<file path="src/sv/fpc_pkg.sv">
// Package: shared widths, constants and types for the frustum plane cull block.
`default_nettype none

package fpc_pkg;

  localparam int NUM_PLANES = 6;
  localparam int PLANE_W    = (NUM_PLANES > 1) ? $clog2(NUM_PLANES) : 1;
  localparam int DATA_W     = 32;
  localparam int FRAC_W     = 16;
  localparam int PROD_W     = 2 * DATA_W;
  localparam int ACC_W      = PROD_W + 4;
  localparam int OP_W       = 2;
  localparam int IDX_W      = 3;

  typedef enum logic [OP_W-1:0] {
    OP_LOAD   = 2'd0,
    OP_SPHERE = 2'd1,
    OP_BOX    = 2'd2,
    OP_NONE   = 2'd3
  } opcode_t;

  typedef enum logic [1:0] {
    ST_IDLE,
    ST_RUN,
    ST_WRITE
  } state_t;

  typedef enum logic [1:0] {
    STEP_A,
    STEP_B,
    STEP_C,
    STEP_SUM
  } step_t;

  typedef struct packed {
    logic load_offset;
    logic accumulate;
  } mac_ctl_t;

endpackage : fpc_pkg

`default_nettype wire

</file>
<file path="src/sv/fpc_if.sv">
// Interfaces: input item channel and result channel with valid/ready handshake.
`default_nettype none

interface fpc_in_if import fpc_pkg::*; ();
  logic                     valid;
  logic                     ready;
  logic [OP_W-1:0]          opcode;
  logic [IDX_W-1:0]         plane_index;
  logic signed [DATA_W-1:0] val_a;
  logic signed [DATA_W-1:0] val_b;
  logic signed [DATA_W-1:0] val_c;
  logic signed [DATA_W-1:0] val_d;
  logic signed [DATA_W-1:0] val_e;
  logic signed [DATA_W-1:0] val_f;

  modport source (
    output valid, opcode, plane_index, val_a, val_b, val_c, val_d, val_e, val_f,
    input  ready
  );
  modport sink (
    input  valid, opcode, plane_index, val_a, val_b, val_c, val_d, val_e, val_f,
    output ready
  );
endinterface : fpc_in_if

interface fpc_out_if;
  logic valid;
  logic ready;
  logic visible;

  modport source (output valid, visible, input ready);
  modport sink (input valid, visible, output ready);
endinterface : fpc_out_if

`default_nettype wire

</file>
<file path="src/sv/fpc_mac.sv">
// Shared multiply-accumulate unit: one signed 32x32 product per cycle into a wide sum.
`default_nettype none

module fpc_mac import fpc_pkg::*; (
  input  wire logic                     clk,
  input  wire mac_ctl_t                 ctl,
  input  wire logic signed [ACC_W-1:0]  offset,
  input  wire logic signed [DATA_W-1:0] coef,
  input  wire logic signed [DATA_W-1:0] coord,
  output logic signed [ACC_W-1:0]       total
);

  logic signed [PROD_W-1:0] prod;
  logic signed [ACC_W-1:0]  acc;

  assign total = acc + ACC_W'(prod);

  always_ff @(posedge clk) begin
    prod <= coef * coord;
    if (ctl.load_offset) begin
      acc <= offset;
    end else if (ctl.accumulate) begin
      acc <= total;
    end
  end

endmodule : fpc_mac

`default_nettype wire

</file>
<file path="src/sv/frustum_plane_cull_top.sv">
// Top level: plane table, cull sequencer and result register.
// Load or unused opcode: no result. Test: steps A, B, C and sum per plane on the shared
// multiplier, stop at the first plane that culls; the result is registered once the last
// plane is tested (at most NUM_PLANES planes), and the next item is taken after the result
// is written; a held result stalls the write. Synchronous active-high reset clears the sequencer
// and the result valid flag; the plane table is not cleared and must be loaded before use.
`default_nettype none

module frustum_plane_cull_top import fpc_pkg::*; (
  input  wire logic clk,
  input  wire logic rst,
  fpc_in_if.sink    req,
  fpc_out_if.source rsp
);

  logic signed [DATA_W-1:0] plane_a [NUM_PLANES];
  logic signed [DATA_W-1:0] plane_b [NUM_PLANES];
  logic signed [DATA_W-1:0] plane_c [NUM_PLANES];
  logic signed [DATA_W-1:0] plane_d [NUM_PLANES];

  state_t                   state;
  state_t                   state_next;
  step_t                    step;
  logic [PLANE_W-1:0]       plane;
  logic                     is_box;
  logic                     vis_pend;
  logic                     out_valid;
  logic                     out_vis;

  logic signed [DATA_W-1:0] lo_x, hi_x, lo_y, hi_y, lo_z, hi_z;
  logic signed [DATA_W-1:0] extra;

  logic                     accept;
  logic                     is_load;
  logic                     is_test;
  logic                     culled;
  logic                     last_plane;
  logic                     plane_done;
  logic                     out_free;
  mac_ctl_t                 mac_ctl;
  logic signed [DATA_W-1:0] coef;
  logic signed [DATA_W-1:0] lo_sel;
  logic signed [DATA_W-1:0] hi_sel;
  logic signed [DATA_W-1:0] coord;
  logic signed [DATA_W:0]   off_sum;
  logic signed [ACC_W-1:0]  offset;
  logic signed [ACC_W-1:0]  total;

  assign accept     = req.valid && req.ready;
  assign is_load    = req.opcode == OP_LOAD;
  assign is_test    = (req.opcode == OP_SPHERE) || (req.opcode == OP_BOX);
  assign out_free   = !out_valid || rsp.ready;
  assign last_plane = plane == PLANE_W'(NUM_PLANES - 1);
  assign plane_done = (state == ST_RUN) && (step == STEP_SUM);
  assign culled     = is_box ? (total[ACC_W-1] || (total == '0)) : total[ACC_W-1];

  always_comb begin
    unique case (step)
      STEP_A: begin
        coef = plane_a[plane];
        lo_sel = lo_x;
        hi_sel = hi_x;
      end
      STEP_B: begin
        coef = plane_b[plane];
        lo_sel = lo_y;
        hi_sel = hi_y;
      end
      STEP_C: begin
        coef = plane_c[plane];
        lo_sel = lo_z;
        hi_sel = hi_z;
      end
      default: begin
        coef = plane_d[plane];
        lo_sel = lo_z;
        hi_sel = hi_z;
      end
    endcase
    coord   = coef[DATA_W-1] ? lo_sel : hi_sel;
    off_sum = (DATA_W+1)'(plane_d[plane]) + (DATA_W+1)'(extra);
    offset  = ACC_W'(off_sum) <<< FRAC_W;
  end

  fpc_mac u_mac (
    .clk    (clk),
    .ctl    (mac_ctl),
    .offset (offset),
    .coef   (coef),
    .coord  (coord),
    .total  (total)
  );

  always_comb begin
    state_next = state;
    unique case (state)
      ST_IDLE: begin
        if (accept && is_test) begin
          state_next = ST_RUN;
        end
      end
      ST_RUN: begin
        if (plane_done && (culled || last_plane)) begin
          state_next = ST_WRITE;
        end
      end
      ST_WRITE: begin
        if (out_free) begin
          state_next = ST_IDLE;
        end
      end
      default: state_next = ST_IDLE;
    endcase
  end

  always_comb begin
    req.ready           = state == ST_IDLE;
    mac_ctl.load_offset = (state == ST_RUN) && (step == STEP_A);
    mac_ctl.accumulate  = (state == ST_RUN) && ((step == STEP_B) || (step == STEP_C));
    rsp.valid           = out_valid;
    rsp.visible         = out_vis;
  end

  always_ff @(posedge clk) begin
    if (rst) begin
      state     <= ST_IDLE;
      step      <= STEP_A;
      plane     <= '0;
      out_valid <= 1'b0;
    end else begin
      state <= state_next;
      if (state == ST_IDLE) begin
        step  <= STEP_A;
        plane <= '0;
      end else if (state == ST_RUN) begin
        step <= step_t'(step + 2'd1);
        if (plane_done) begin
          plane <= plane + PLANE_W'(1);
        end
      end
      if ((state == ST_WRITE) && out_free) begin
        out_valid <= 1'b1;
      end else if (rsp.ready) begin
        out_valid <= 1'b0;
      end
    end
  end

  always_ff @(posedge clk) begin
    if (accept && is_load && ({1'b0, req.plane_index} < (IDX_W+1)'(NUM_PLANES))) begin
      plane_a[req.plane_index[PLANE_W-1:0]] <= req.val_a;
      plane_b[req.plane_index[PLANE_W-1:0]] <= req.val_b;
      plane_c[req.plane_index[PLANE_W-1:0]] <= req.val_c;
      plane_d[req.plane_index[PLANE_W-1:0]] <= req.val_d;
    end
    if (accept && is_test) begin
      is_box   <= req.opcode == OP_BOX;
      vis_pend <= 1'b1;
      if (req.opcode == OP_BOX) begin
        extra <= '0;
        lo_x  <= (req.val_a < req.val_b) ? req.val_a : req.val_b;
        hi_x  <= (req.val_a < req.val_b) ? req.val_b : req.val_a;
        lo_y  <= (req.val_c < req.val_d) ? req.val_c : req.val_d;
        hi_y  <= (req.val_c < req.val_d) ? req.val_d : req.val_c;
        lo_z  <= (req.val_e < req.val_f) ? req.val_e : req.val_f;
        hi_z  <= (req.val_e < req.val_f) ? req.val_f : req.val_e;
      end else begin
        extra <= req.val_d;
        lo_x  <= req.val_a;
        hi_x  <= req.val_a;
        lo_y  <= req.val_b;
        hi_y  <= req.val_b;
        lo_z  <= req.val_c;
        hi_z  <= req.val_c;
      end
    end else if (plane_done && culled) begin
      vis_pend <= 1'b0;
    end
    if ((state == ST_WRITE) && out_free) begin
      out_vis <= vis_pend;
    end
  end

endmodule : frustum_plane_cull_top

`default_nettype wire
</file>
<file path="src/flat_wrapper.sv">
// flat-port wrapper written by rule: the top's interface ports become plain ports
module frustum_plane_cull_top_flat import fpc_pkg::*;
  (clk, rst, req_valid, req_opcode, req_plane_index, req_val_a, req_val_b, req_val_c, req_val_d, req_val_e, req_val_f, req_ready, rsp_valid, rsp_visible, rsp_ready);
  fpc_in_if req_i ();
  fpc_out_if rsp_i ();
  input  wire logic clk;
  input  wire logic rst;
  input wire logic [$bits(req_i.valid)-1:0] req_valid;
  input wire logic [$bits(req_i.opcode)-1:0] req_opcode;
  input wire logic [$bits(req_i.plane_index)-1:0] req_plane_index;
  input wire logic [$bits(req_i.val_a)-1:0] req_val_a;
  input wire logic [$bits(req_i.val_b)-1:0] req_val_b;
  input wire logic [$bits(req_i.val_c)-1:0] req_val_c;
  input wire logic [$bits(req_i.val_d)-1:0] req_val_d;
  input wire logic [$bits(req_i.val_e)-1:0] req_val_e;
  input wire logic [$bits(req_i.val_f)-1:0] req_val_f;
  output wire logic [$bits(req_i.ready)-1:0] req_ready;
  output wire logic [$bits(rsp_i.valid)-1:0] rsp_valid;
  output wire logic [$bits(rsp_i.visible)-1:0] rsp_visible;
  input wire logic [$bits(rsp_i.ready)-1:0] rsp_ready;
  assign req_i.valid = req_valid;
  assign req_i.opcode = req_opcode;
  assign req_i.plane_index = req_plane_index;
  assign req_i.val_a = req_val_a;
  assign req_i.val_b = req_val_b;
  assign req_i.val_c = req_val_c;
  assign req_i.val_d = req_val_d;
  assign req_i.val_e = req_val_e;
  assign req_i.val_f = req_val_f;
  assign req_ready = req_i.ready;
  assign rsp_valid = rsp_i.valid;
  assign rsp_visible = rsp_i.visible;
  assign rsp_i.ready = rsp_ready;
  frustum_plane_cull_top u_core (.clk(clk), .rst(rst), .req(req_i), .rsp(rsp_i));
endmodule
</file>
<file path="config.mk">
export PLATFORM = sky130hd
export DESIGN_NAME = frustum_plane_cull_top_flat
export DESIGN_NICKNAME = d
export VERILOG_FILES = /design/src/sv/fpc_pkg.sv /design/src/sv/fpc_if.sv /design/src/sv/fpc_mac.sv /design/src/sv/frustum_plane_cull_top.sv /design/src/flat_wrapper.sv
export SDC_FILE = /design/constraint.sdc
export NUM_CORES = 2
export LEC_CHECK = 0
export ABC_AREA = 1
export BUFFER_PORTS_ARGS = -buffer_cell sky130_fd_sc_hd__buf_2
export CAP_MARGIN = 30
export CORE_MARGIN = 2
export CORE_UTILIZATION = 40
export CTS_BUF_LIST = sky130_fd_sc_hd__clkbuf_8
export DETAILED_ROUTE_END_ITERATION = 7
export GPL_TIMING_DRIVEN = 1
export PLACE_DENSITY = 0.65
export SLEW_MARGIN = 20
export SYNTH_ARGS = -nofsm -noshare
export SYNTH_HDL_FRONTEND = slang
export SYNTH_SLANG_ARGS = --single-unit
</file>
<file path="constraint.sdc">
create_clock -name clk -period 17.1 [get_ports clk]
set_input_delay 3.42 -clock clk [delete_from_list [all_inputs] [get_ports clk]]
set_output_delay 3.42 -clock clk [all_outputs]
set_load 0.02 [all_outputs]
</file>
# [After elaboration in Yosys (flattened, before gate mapping)]
# Memories as Yosys holds them, arrays and structs flattened. A register that Yosys moved wholly into a read port is not among the register bits.
# Cells that the tools add are included.
[classes] add_sub_neg=4 multipliers=1 n_div=0 n_lt_le_gt_ge=4 eq_ne=11 shift=0 muxes=35 bitwise=0 reduce_logical=25
[op_table] cell="$mux W32" n=13
[op_table] cell="$mux W68" n=2
[op_table] cell="$pmux W32 S2" n=2
[op_table] cell="$lt A32 B32 Y1" n=3
[op_table] cell="$pmux W32 S3" n=1
[op_table] cell="$add A68 B64 Y68" n=1
[op_table] cell="$logic_not A68 Y1" n=1
[op_table] cell="$mul A32 B32 Y64" n=1
[op_table] cell="$add A32 B32 Y33" n=1
[op_table] cell="$mux W3" n=8
[op_table] cell="$logic_and A1 B1 Y1" n=10
[op_table] cell="$eq A2 B2 Y1 const B" n=4
[op_table] cell="$eq A2 B1 Y1 const B" n=3
[op_table] cell="$logic_not A2 Y1" n=3
[op_table] cell="$mux W2" n=3
[op_table] cell="$pmux W2 S3" n=1
[op_table] cell="$logic_or A1 B1 Y1" n=5
[op_table] cell="$mux W1" n=5
[op_table] cell="$ne A2 B1 Y1 const B" n=2
[op_table] cell="$reduce_bool A2 Y1" n=2
[op_table] cell="$add A3 B1 Y3 const B" n=1
[op_table] cell="$eq A3 B3 Y1 const B" n=1
[op_table] cell="$lt A3 B3 Y1 const B" n=1
[op_table] cell="$reduce_and A3 Y1" n=1
[op_table] cell="other kinds (5)" n=5
[totals] regBits=367 latch_bits=0 ram_bits=768 mem_bits_ro=0 input_bits=201 memories=4
[mem_list] name="u_core.plane_a" depth=6 word_bits=32 rd=1 rd_ports_with_merged_regs=1 wr=1 line_no="frustum_plane_cull_top.sv:16" text="logic signed [DATA_W-1:0] plane_a [NUM_PLANES];"
[mem_list] name="u_core.plane_b" depth=6 word_bits=32 rd=1 rd_ports_with_merged_regs=1 wr=1 line_no="frustum_plane_cull_top.sv:17" text="logic signed [DATA_W-1:0] plane_b [NUM_PLANES];"
[mem_list] name="u_core.plane_c" depth=6 word_bits=32 rd=1 rd_ports_with_merged_regs=1 wr=1 line_no="frustum_plane_cull_top.sv:18" text="logic signed [DATA_W-1:0] plane_c [NUM_PLANES];"
[mem_list] name="u_core.plane_d" depth=6 word_bits=32 rd=1 rd_ports_with_merged_regs=1 wr=1 line_no="frustum_plane_cull_top.sv:19" text="logic signed [DATA_W-1:0] plane_d [NUM_PLANES];"

# [Depth between registers and ports, before layout]
[depth] word_depth=8 depth_mapped=48 mapped_depth_nobuf=43

# [By module]
# Synthesis repeated with hierarchy kept, for this count alone.
[unflattened] hier_cells=10923 area_unflattened_um2=96095.9
[by_module_without_submodules] module="fpc_mac" instances=1 cells_per_inst=6406 area_each_um2=48381.4 seq_area_each_um2=3323.2
[by_module_without_submodules] module="frustum_plane_cull_top" instances=1 cells_per_inst=4517 area_each_um2=47714.5 seq_area_each_um2=30088.9

# [Worst setup path after synthesis]
# No wires, ideal clock.
[synth_path] path_type="input -> register" startpoint="input port req_opcode[0]" endpoint="memory u_core.plane_a[0][0], enable pin" arrival_ns=15.901 setup_slack_ns=0.256 cell_stages=4 path_buffers=0 cell_sequence="inv_1 ha_1 nand3_1 nor4_1"
[synth_between] elab_chain_cells=5
[synth_lines] element="from (decl)" line_no="flat_wrapper.sv:9" text="input wire logic [$bits(req_i.opcode)-1:0] req_opcode;"
[synth_lines] element="$logic_not A2 Y1" line_no="frustum_plane_cull_top.sv:50" text="assign is_load = req.opcode == OP_LOAD;"
[synth_lines] element="$logic_and A1 B1 Y1 (2 in a row)" line_no="frustum_plane_cull_top.sv:150" text="if (accept && is_load && ({1'b0, req.plane_index} < (IDX_W+1)'(NUM_PLANES))) begin"
[synth_lines] element="$mux W1" line_no="frustum_plane_cull_top.sv:150"
[synth_lines] element="$mux W1 (implied by the code)" line_no="frustum_plane_cull_top.sv:151" text="plane_a[req.plane_index[PLANE_W-1:0]] <= req.val_a;"
[synth_lines] element="to (decl)" line_no="frustum_plane_cull_top.sv:16"
# Every way passes these cells.

==> results by group <==
Run
  – Maxcap violations: 0

Clocking
  – Max clock buf depth: 3
  – H-tree levels: 4
  – CTS-repair resized insts: 0
  – TritonCTS buffer count: 188
  – CTS Sinks: 1138
  – Clock latency on the worst-skew pair: 1.00 ns
  – Hold_buf cts: 0
  – CTS root buf: clkbuf_8
  – Post-CTS Setup Inserts: 0
  – CTS tree: yes
  – CTS clk-pin slew, worst paths: 0.07 ns

Logic synthesis
  – Post-synth EDFFs: 1046
  – Syn Nets: 11773
  – Synth Area in Simple Gates: 16.2%
  – Cell accounting for the most synthesized area: edfxtp_1
  – Post-synthesis cell type count: 68
  – Register bit total from synthesis: 1138
  – Ranking of synthesized cells by area: edfxtp_1 34%, fa_1 23%, nand2_1 8.5%
  – Largest family of logic cells by synthesized area: adder cells
  – Cell Area, Synth: 93000 um^2
  – Yosys top cell area share: 33.8%
  – Compound-Gate Fraction of Synth Area: 9.09%
  – Syn Area/Cell: 9.20 um^2
  – Syn. warnings: 0
  – Multiplexer share of the synthesized area: 0.0108%
  – Post-synthesis xor/xnor area fraction: 1.06%
  – Synth Flop Type: edfxtp_1
  – Cells after synthesis: 10103
  – Area share of fa/ha/maj cells after synthesis: 28.5%
  – Async set-reset flop share out of synthesis: 0%
  – Sequential cell area fraction in the yosys report: 35.8%

Routing
  – Post-route ant nets: 0
  – Drt wl/cell: 26.7 um
  – Initial drt markers: 8167
  – TritonRoute pass-1 iters: 6
  – DR vias: 74396
  – Routed WL: 358000 um
  – Vias per cell: 5.55
  – DRC: 0

Final layout
  – P&R area growth vs syn: 8.22%
  – Nets: 11853
  – Commonest non-fill, non-tap cell in the layout: nand2_1
  – Most frequent cells in the layout: 2085 x nand2_1, 1709 x inv_1, 1228 x nor2_1, 1084 x fa_1, 1046 x edfxtp_1
  – Share of cells above drive strength 1: 7.67%
  – Fin util: 43.4%

Die
  – Die X: 486 um
  – Num rows: 177
  – Die ar.: 236000 um^2
  – Starting Density: 40.1%
  – Boundary Pins: 204
  – Die height: 486 um
  – CORE AREA: 232000 um^2

Setup path
  – R2r setup slk: 4.73 ns
  – Critical Path Max Stage Delay: 0.75 ns
  – Crit. End Element: flop
  – Crit path top cell by count: fa_1
  – Setup CP Type: flop to flop
  – WP data arrival: 13.17 ns
  – Slowest CP cell: inv_1
  – Startpoint Class: flop
  – Critical path fanouts, max: 153
  – WP data required: 17.90 ns

Global routing
  – Remaining global-route overflow: 0
  – Initial antenna violation count: 39
  – Pin count of the biggest net entering global routing: 158
  – Vias in the first global route: 73870
  – Total GRT Usage: 30.0%
  – First-pass GRT wire length: 514000 um

STA
  – Unrepaired setup endpoints after global routing: false
  – Setup Skew: 0.101 ns
  – Period utilization: 72.4%
  – Fin Setup TNS: 0 ns
  – Fmax: 80.8 MHz
  – Final worst path period need: 12.37 ns
  – Worst Tran Pin Value: 1.11 ns
  – Final Hold Fails: 0
  – Max Slew Vio Count: 0
  – Final setup violation count: 0
  – Max transition margin: 25.6%

Place
  – Port bufs: 203
  – Dpl hpwl: 271000 um
  – RePlAce Congestion: 0.977

Status
  – Run status: complete, no violations

Worst hold path
  – Worst hold path class: flop to flop
  – Hold Startpoint: u_core.u_mac.acc[15]$_SDFFE_PP0P_
[cell type report]
type                    count  area, um^2
flip-flops and latches   1138       33300
clock buffers             191        2630
multi-input cells        6816       51200
well taps                3043        3810
diodes                     17        42.5
clock inverters           152        1080
inverters                1727        6510
fillers                 22517      131000
repair buffers            312        2070
[registers in the layout, indices dropped and copies added (netlist names), 2 cells and up, named ones only]
name and flops:
u_core.hi_x 32, u_core.plane_c 192, u_core.state 2, u_core.plane_d 192, u_core.plane 3, u_core.lo_y 32, u_core.hi_y 32, u_core.hi_z 32
u_core.lo_z 32, u_core.plane_a 192, u_core.extra 32, u_core.u_mac.prod 64, u_core.u_mac.acc 68, u_core.lo_x 32, u_core.step 2, u_core.plane_b 192
[per-layer routing]
| metal | track usage, % | wire length [um] |
|---|---|---|
| met1 | 38.6 | 139000 |
| met2 | 48.0 | 164000 |
| met3 | 6.09 | 32400 |
| met4 | 15.5 | 22200 |
| met5 | 0 | 219 |
[synthesized netlist by cell type, drive strengths merged (3+ instances only)]
master and instances:
o32ai 4, clkbuf 142, nand2 2123, o22ai 153, nand3b 15, nor4 14
a21oi 327, inv 1725, or2 12, o21bai 7, o31ai 8, a22o 62
a31oi 61, xnor2 59, edfxtp 1046, dfxtp 92, o221ai 4, nor3 36
xor2 53, and2 3, o21a 17, nand4 81, a21o 10, nor2 1264
a21boi 9, buf 280, o211ai 5, ha 385, fa 1084, nand3 218
a211oi 3, o21ai 788
[worst max-delay path, delay by kind of cell, from the launching register on]
kind	cells	cell delay [ns]
adder cells (fa/ha/maj)	9	4.22
buffers and inverters	9	2.83
AND/OR/NAND/NOR	11	2.69
AO/OA/AOI/OAI	5	1.21
flip-flops	1	0.68
XOR/XNOR	1	0.41
[metrics by stage]
step           cell area [um^2]  instances  hold WS (ns)  setup WS [ns]
5_1_grt                  101000      13384         0.516           4.45
2_1_floorplan             93000      10103         0.409          0.256
4_1_cts                  100000      13373         0.495           4.96
6_report                 101000      13396         0.496           4.73
3_3_place_gp              96700      13028         0.473           5.08
3_5_place_dp              96700      13030         0.481           5.02
[final timing paths]
check                                                          to  depth (start not counted)
worst max-delay path                u_core.u_mac.prod[44]$_DFF_P_                         35
worst min-delay path            u_core.u_mac.acc[15]$_SDFFE_PP0P_                          2
worst max register to register      u_core.u_mac.prod[44]$_DFF_P_                         35
worst min register to register  u_core.u_mac.acc[15]$_SDFFE_PP0P_                          2
[kinds of logic after synthesis]
logic type / Yosys count
multiplexers: 1
AO/OA/AOI/OAI: 1467
AND/OR/NAND/NOR: 3767
flip-flops: 1138
buffers and inverters: 2149
adder cells (fa/ha/maj): 1469
XOR/XNOR: 112
Power is left out: the tool's default activity adds up to more than one toggle a clock period on the data nets, which glitch-free logic cannot reach.
